--- src/sv/tnt_pkg.sv ---
// Shared types and constants of the tree neighbor table.
package tnt_pkg;

    localparam int CHILD_SLOTS_DEF = 16;

    localparam logic [15:0] TIMEOUT_RESET = 16'd45;
    localparam logic [7:0]  RANK_NONE     = 8'hFF;

    localparam logic [1:0] MODE_BEACON = 2'd0;
    localparam logic [1:0] MODE_ALIVE  = 2'd1;
    localparam logic [1:0] MODE_TICK   = 2'd2;

    localparam logic [1:0] EV_NONE    = 2'd0;
    localparam logic [1:0] EV_REFRESH = 2'd1;
    localparam logic [1:0] EV_ADDED   = 2'd2;
    localparam logic [1:0] EV_FULL    = 2'd3;

    typedef struct packed {
        logic [1:0]  mode;
        logic [15:0] sender;
        logic [7:0]  sender_rank;
        logic        sender_report_mode;
    } in_word_t;

    typedef struct packed {
        logic        parent_held;
        logic [15:0] parent_address;
        logic [7:0]  own_rank;
        logic        report_mode;
        logic [1:0]  child_event;
        logic [3:0]  child_slot;
        logic [4:0]  child_count;
    } out_word_t;

endpackage

--- src/sv/tree_neighbor_table.sv ---
// Neighbor table of one node in a hop-count collection tree.
//
//  channel   direction  handshake              payload
//  item      in         start && !busy         in_word_t  (mode, sender, rank, report mode)
//  result    out        done, one cycle        out_word_t (parent, rank, child event/slot/count)
//  config    in         cfg_we                 cfg_wdata  (timeout_ticks)
//
// A beacon or an unused mode goes straight to the done state. An alive message or a
// tick walks every child slot through the one read port of the slot memories, then
// goes to the done state. done rises in the same cycle that busy falls. Reset clears
// the valid bits and the parent state and sets the timeout register to TIMEOUT_RESET
// at once; no clearing pass runs. The receiver cannot stall: done is a one-cycle strobe.
module tree_neighbor_table
    import tnt_pkg::*;
#(
    parameter int CHILD_SLOTS = CHILD_SLOTS_DEF
) (
    input  logic        clk,
    input  logic        rst_n,
    input  logic        start,
    output logic        busy,
    input  in_word_t    item,
    input  logic        cfg_we,
    input  logic [15:0] cfg_wdata,
    output logic        done,
    output out_word_t   result
);

    localparam int IW = (CHILD_SLOTS > 1) ? $clog2(CHILD_SLOTS) : 1;
    localparam int CW = $clog2(CHILD_SLOTS + 1);

    typedef enum logic [2:0] {
        S_IDLE = 3'b001,
        S_WALK = 3'b010,
        S_DONE = 3'b100
    } state_t;

    state_t           state_reg, state_next;
    in_word_t         item_reg;
    logic [15:0]      timeout_reg;
    logic [CHILD_SLOTS-1:0] valid_reg, valid_next;
    logic [CW-1:0]    count_reg, count_next;
    logic [CW-1:0]    rd_cnt_reg, rd_cnt_next;
    logic             chk_vld_reg, chk_vld_next;
    logic [IW-1:0]    chk_idx_reg, chk_idx_next;
    logic             found_reg, found_next;
    logic [IW-1:0]    found_idx_reg, found_idx_next;
    logic             free_reg, free_next;
    logic [IW-1:0]    free_idx_reg, free_idx_next;
    logic             pvalid_reg, pvalid_next;
    logic [15:0]      parent_reg, parent_next;
    logic [7:0]       rank_reg, rank_next;
    logic [15:0]      ptimer_reg, ptimer_next;
    logic             rmode_reg, rmode_next;
    logic             done_reg, done_next;
    out_word_t        result_reg, result_next;

    // slot memories
    logic [15:0]      addr_mem [0:CHILD_SLOTS-1];
    logic [15:0]      timer_mem [0:CHILD_SLOTS-1];
    logic [15:0]      addr_rd, timer_rd;
    logic [IW-1:0]    rd_idx;
    logic             addr_we, timer_we;
    logic [IW-1:0]    addr_wa, timer_wa;
    logic [15:0]      timer_wd;

    logic             accept;
    logic [8:0]       rank_inc;

    assign accept   = start && (state_reg == S_IDLE);
    assign rd_idx   = rd_cnt_reg[IW-1:0];
    assign rank_inc = {1'b0, item_reg.sender_rank} + 9'd1;

    always_ff @(posedge clk)
    begin
        if (addr_we)
        begin
            addr_mem[addr_wa] <= item_reg.sender;
        end
        addr_rd <= addr_mem[rd_idx];
    end

    always_ff @(posedge clk)
    begin
        if (timer_we)
        begin
            timer_mem[timer_wa] <= timer_wd;
        end
        timer_rd <= timer_mem[rd_idx];
    end

    always_comb
    begin
        state_next     = state_reg;
        valid_next     = valid_reg;
        count_next     = count_reg;
        rd_cnt_next    = rd_cnt_reg;
        chk_vld_next   = 1'b0;
        chk_idx_next   = chk_idx_reg;
        found_next     = found_reg;
        found_idx_next = found_idx_reg;
        free_next      = free_reg;
        free_idx_next  = free_idx_reg;
        pvalid_next    = pvalid_reg;
        parent_next    = parent_reg;
        rank_next      = rank_reg;
        ptimer_next    = ptimer_reg;
        rmode_next     = rmode_reg;
        done_next      = 1'b0;
        result_next    = result_reg;
        addr_we        = 1'b0;
        addr_wa        = chk_idx_reg;
        timer_we       = 1'b0;
        timer_wa       = chk_idx_reg;
        timer_wd       = timeout_reg;

        case (state_reg)
            S_IDLE:
            begin
                if (accept)
                begin
                    rd_cnt_next = '0;
                    found_next  = 1'b0;
                    free_next   = 1'b0;
                    if (item.mode == MODE_ALIVE || item.mode == MODE_TICK)
                    begin
                        state_next = S_WALK;
                    end
                    else
                    begin
                        state_next = S_DONE;
                    end
                end
            end

            S_WALK:
            begin
                // issue one slot read a cycle
                if (rd_cnt_reg != CW'(CHILD_SLOTS))
                begin
                    rd_cnt_next  = rd_cnt_reg + CW'(1);
                    chk_vld_next = 1'b1;
                    chk_idx_next = rd_idx;
                end
                // examine the slot read in the previous cycle
                if (chk_vld_reg)
                begin
                    if (item_reg.mode == MODE_TICK)
                    begin
                        if (valid_reg[chk_idx_reg])
                        begin
                            timer_we = 1'b1;
                            if (timer_rd <= 16'd1)
                            begin
                                timer_wd                = '0;
                                valid_next[chk_idx_reg] = 1'b0;
                                count_next              = count_next - CW'(1);
                            end
                            else
                            begin
                                timer_wd = timer_rd - 16'd1;
                            end
                        end
                    end
                    else
                    begin
                        if (valid_reg[chk_idx_reg] && addr_rd == item_reg.sender && !found_reg)
                        begin
                            found_next     = 1'b1;
                            found_idx_next = chk_idx_reg;
                        end
                        if (!valid_reg[chk_idx_reg] && !free_reg)
                        begin
                            free_next     = 1'b1;
                            free_idx_next = chk_idx_reg;
                        end
                    end
                    if (chk_idx_reg == IW'(CHILD_SLOTS - 1))
                    begin
                        state_next = S_DONE;
                    end
                end
            end

            S_DONE:
            begin
                result_next.child_event = EV_NONE;
                result_next.child_slot  = '0;
                case (item_reg.mode)
                    MODE_BEACON:
                    begin
                        if (item_reg.sender_rank < rank_reg)
                        begin
                            rmode_next = item_reg.sender_report_mode;
                        end
                        if (rank_inc < {1'b0, rank_reg})
                        begin
                            pvalid_next = 1'b1;
                            parent_next = item_reg.sender;
                            rank_next   = rank_inc[7:0];
                            ptimer_next = timeout_reg;
                        end
                        else if (pvalid_reg && parent_reg == item_reg.sender)
                        begin
                            ptimer_next = timeout_reg;
                        end
                    end
                    MODE_ALIVE:
                    begin
                        timer_wd = timeout_reg;
                        if (found_reg)
                        begin
                            timer_we                = 1'b1;
                            timer_wa                = found_idx_reg;
                            result_next.child_event = EV_REFRESH;
                            result_next.child_slot  = 4'(found_idx_reg);
                        end
                        else if (free_reg)
                        begin
                            timer_we                 = 1'b1;
                            timer_wa                 = free_idx_reg;
                            addr_we                  = 1'b1;
                            addr_wa                  = free_idx_reg;
                            valid_next[free_idx_reg] = 1'b1;
                            count_next               = count_reg + CW'(1);
                            result_next.child_event  = EV_ADDED;
                            result_next.child_slot   = 4'(free_idx_reg);
                        end
                        else
                        begin
                            result_next.child_event = EV_FULL;
                        end
                    end
                    MODE_TICK:
                    begin
                        if (pvalid_reg)
                        begin
                            if (ptimer_reg <= 16'd1)
                            begin
                                ptimer_next = '0;
                                pvalid_next = 1'b0;
                                parent_next = '0;
                                rank_next   = RANK_NONE;
                            end
                            else
                            begin
                                ptimer_next = ptimer_reg - 16'd1;
                            end
                        end
                    end
                    default:
                    begin
                        // unused mode: report state unchanged
                    end
                endcase
                result_next.parent_held    = pvalid_next;
                result_next.parent_address = parent_next;
                result_next.own_rank       = rank_next;
                result_next.report_mode    = rmode_next;
                result_next.child_count    = 5'(count_next);
                done_next                  = 1'b1;
                state_next                 = S_IDLE;
            end

            default:
            begin
                state_next = S_IDLE;
            end
        endcase
    end

    always_ff @(posedge clk or negedge rst_n)
    begin
        if (!rst_n)
        begin
            state_reg   <= S_IDLE;
            timeout_reg <= TIMEOUT_RESET;
            valid_reg   <= '0;
            count_reg   <= '0;
            rd_cnt_reg  <= '0;
            chk_vld_reg <= 1'b0;
            found_reg   <= 1'b0;
            free_reg    <= 1'b0;
            pvalid_reg  <= 1'b0;
            parent_reg  <= '0;
            rank_reg    <= RANK_NONE;
            ptimer_reg  <= '0;
            rmode_reg   <= 1'b0;
            done_reg    <= 1'b0;
        end
        else
        begin
            state_reg   <= state_next;
            if (cfg_we)
            begin
                timeout_reg <= cfg_wdata;
            end
            valid_reg   <= valid_next;
            count_reg   <= count_next;
            rd_cnt_reg  <= rd_cnt_next;
            chk_vld_reg <= chk_vld_next;
            found_reg   <= found_next;
            free_reg    <= free_next;
            pvalid_reg  <= pvalid_next;
            parent_reg  <= parent_next;
            rank_reg    <= rank_next;
            ptimer_reg  <= ptimer_next;
            rmode_reg   <= rmode_next;
            done_reg    <= done_next;
        end
    end

    always_ff @(posedge clk)
    begin
        if (accept)
        begin
            item_reg <= item;
        end
        chk_idx_reg   <= chk_idx_next;
        found_idx_reg <= found_idx_next;
        free_idx_reg  <= free_idx_next;
        result_reg    <= result_next;
    end

    assign busy   = (state_reg != S_IDLE);
    assign done   = done_reg;
    assign result = result_reg;

endmodule

--- config.mk ---
export PLATFORM = sky130hd
export DESIGN_NAME = tree_neighbor_table
export DESIGN_NICKNAME = d
export VERILOG_FILES = /design/src/sv/tnt_pkg.sv /design/src/sv/tree_neighbor_table.sv
export SDC_FILE = /design/constraint.sdc
export NUM_CORES = 1
export LEC_CHECK = 0
export BUFFER_PORTS_ARGS = -buffer_cell sky130_fd_sc_hd__buf_2
export CAP_MARGIN = 20
export CORE_ASPECT_RATIO = 1.25
export CORE_MARGIN = 2
export CORE_UTILIZATION = 30
export DETAILED_ROUTE_END_ITERATION = 6
export GPL_TIMING_DRIVEN = 0
export HOLD_SLACK_MARGIN = 0.02
export PLACE_DENSITY = 0.44
export RECOVER_POWER = 25
export SETUP_SLACK_MARGIN = 0.1
export SYNTH_ARGS = -nofsm -noshare
export SYNTH_HDL_FRONTEND = slang
export SYNTH_SLANG_ARGS = --single-unit
--- constraint.sdc ---
create_clock -name clk -period 3.7 [get_ports clk]
set_input_delay 0.37 -clock clk [delete_from_list [all_inputs] [get_ports clk]]
set_output_delay 0.37 -clock clk [all_outputs]
set_load 0.02 [all_outputs]
==> impl_metrics.ini <==
[run_status]
status = finished with violations
violations = capacitance limit, slew limit

[worst_setup_path]
worst-path-buf-inv = 3
critPathMaxFanout = 11
cp.required_ns = 4.02
cp_slowest_cell = nor2_2
crit_type = reg -> reg
cpPeakStageDelay_ns = 0.62
crit_chain = nor2_1, nand2_1, inv_1, nand2_1, clkbuf_2, nor2_1, nand3_1, nor2_2, buf_16
cp-end-kind = flip-flop
crit_arrival_ns = 3.78
critPathLaunchType = flip-flop
cpLargestDelayFamily = simple AND/OR/NAND/NOR gates

[floorplanning]
ios = 86
core-area_sq_um = 94400
die-height_um = 349
start_util = 0.302
rows = 126
die_area_sq_um = 97600
die_w_um = 280

[routing]
vias = 15400
drt-pass1-iter-count = 7
wl_mm = 77.0
avgRoutedWirePerCell_um = 25.0
via_per_inst = 5.02
dr.first_iter.drc_count = 927
antenna_left = 0
route.detailed.drc = 0

[power_and_ir_drop]
pwr-share-comb = 0.192
seqPwrFrac = 0.463
p_clk_frac = 0.346
p_int_mw = 15.6
p_sw_mw = 5.88
swShare = 0.273
p_per_area_nw_per_um2 = 622
p_leak_nw = 11.4
irDropWorstVdd_mv = 0.315

[grt]
grt_max_degree = 57
grt_pass1_vias = 16500
grt_pass1_wl_mm = 112
overflow = 0
track_usage = 0.159
grt_antenna_before_repair = 0

[logic_synthesis]
async_reset_ff_frac = 0.128
yosys_warnings = 0
synth_edf_count = 588
seq_area_frac_synth = 0.722
synth_area_sq_um = 28500
syn_avg_cell_area_sq_um = 18.7
yosys.area.top_type = edfxtp_1
synth.ff_latch_count = 711
synth_cells = 1528
ys.flop_type = edfxtp_1
synth_nets = 1598
yosys-top-cells-area = edfxtp_1 (62%), mux4_2 (13%), dfrtp_1 (6.8%)
synth_top_area_frac = 0.619
synth.distinct_cells = 68

[clock_network]
clk_pin_slew_ns = 0.06
cts_buffers = 74
clock-sinks = 711
cts_tree = done
h-tree-depth = 3
cts_buffer_depth = 3
clk_latency_ns = 0.63
cts_root_buffer = clkbuf_16

[job]
max_cap_violations = 1

[sta]
tightest_slew_ns = 2.41
hold_viol = 0
max-slew-margin-rel = -0.607
drv_slew = 36
rsz0062_at_grt = yes
setup_viol = 0
skew_ns = 0.0187
timing.final.crit_period_ns = 3.46
fin_crit_sh = 0.935
worst_slack_ns = 0.241
hold_ws_ns = 0.192
max_freq_ghz = 0.289

[cells_and_area]
nNetsFinal = 1867
final_cell_area_sq_um = 34600
nFillCells = 8712
diodes = 0
multiInputGateArea_sq_um = 7810
areaGrowthSynthToFinish_pct = 21.1
regArea_sq_um = 20600
finalCoreUtilization = 0.366
drive_above_1_share = 0.292

[placement]
post-place-ws_ns = -0.447
portBuffers = 84
place_congestion = 0.840
dpl_cell_area_sq_um = 31400
hpwl_mm = 52.7

[min_path]
min_path_type = in -> reg
## per-stage QoR
stage          setup TNS [ns]  cells  power, mW
4_1_cts                     0   3069       21.8
3_5_place_dp           -52.44   2876       14.3
3_3_place_gp          -527.34   2828       14.1
2_1_floorplan               0   1528       12.7
5_1_grt                     0   3074       22.5
6_report                    0   3074       21.5
## worst min-delay path, stage by stage
cell and delay, ns:
buf_2 0.11, inv_1 0.05, or2_2 0.13, a21o_1 0.11
## power groups by stage
stage,Clock [mW],Sequential (mW),Combinational (mW)
global placement,0,10.1,4.01
global route,7.96,10.0,4.47
CTS,7.65,9.96,4.23
detailed placement,0,10.1,4.15
floorplan,0,9.91,2.77
finish,7.43,9.95,4.12
## layer usage
layer	vias to the layer above	track usage	routed length, um
met5	-	0	0
met4	0	0.0558	2210
met3	118	0.0235	2900
met2	346	0.287	40600
met1	8229	0.192	31300
li1	6746	-	-
## timing repair
item	in CTS	in global routing
gates resized for setup	17	24
endpoints found under the hold margin	73	0
setup buffers	12	2
gates cloned	0	0
hold buffers	44	0
pin swaps	6	3
endpoints found under the setup margin	223	283
## cell usage in the layout (no fill, tap or decap), drive strengths merged, types with 32 or more instances in the layout
master	instances
mux4	162
nor2	72
dfrtp	78
buf	170
inv	34
xnor2	41
nand2	56
edfxtp	588
dlygate4sd3	44
o21ai	32
a22o	36
clkbuf	153
dfxtp	32
## path summary, 6_finish.rpt
| kind | start | cells past startpoint | slack [ns] | endpoint |
|---|---|---|---|---|
| max | state_reg[1] | 9 | 0.24 | addr_mem[14][9] |
| min | start | 4 | 0.19 | free_reg |
| max reg2reg | state_reg[1] | 9 | 0.24 | addr_mem[14][9] |
| min reg2reg | rd_cnt_reg[3] | 0 | 0.45 | chk_idx_reg[3] |
| max in group asynchronous | rst_n | 2 | 1.29 | valid_reg[7] |
| min in group asynchronous | rst_n | 2 | 1.03 | parent_reg[5] |
## logic make-up (layout without fill, tap and decap cells)
family / Yosys count / count (layout) / synth area share
fa+ha+maj: 23 / 23 / 0.0101
mux: 192 / 192 / 0.139
simple gates: 240 / 240 / 0.0423
compound gates: 196 / 196 / 0.0518
flops: 711 / 711 / 0.722
buf+inv: 103 / 433 / 0.0157
xor+xnor: 63 / 63 / 0.0193
## cell usage after synthesis (all sizes together), types with 15 or more instances
cell type,count
buf,26
nor3,25
xor2,22
o31ai,27
nand2,56
o21ai,32
xnor2,41
inv,28
dfrtp,78
a21oi,18
a22oi,20
a22o,36
nand3,15
edfxtp,588
ha,23
clkbuf,49
dfxtp,32
mux2,18
nor2,72
mux4,162
## final cells by class
cell class	instances	share of cell area
clock buffer	99	0.0583
buffer	75	0.0105
multi-input combinational	714	0.226
clock inverter	38	0.0111
inverter	28	0.00304
timing repair buffer	193	0.0515
sequential	711	0.596
tap	1216	0.0440
Note: power is estimated with default switching activity, not from simulation.
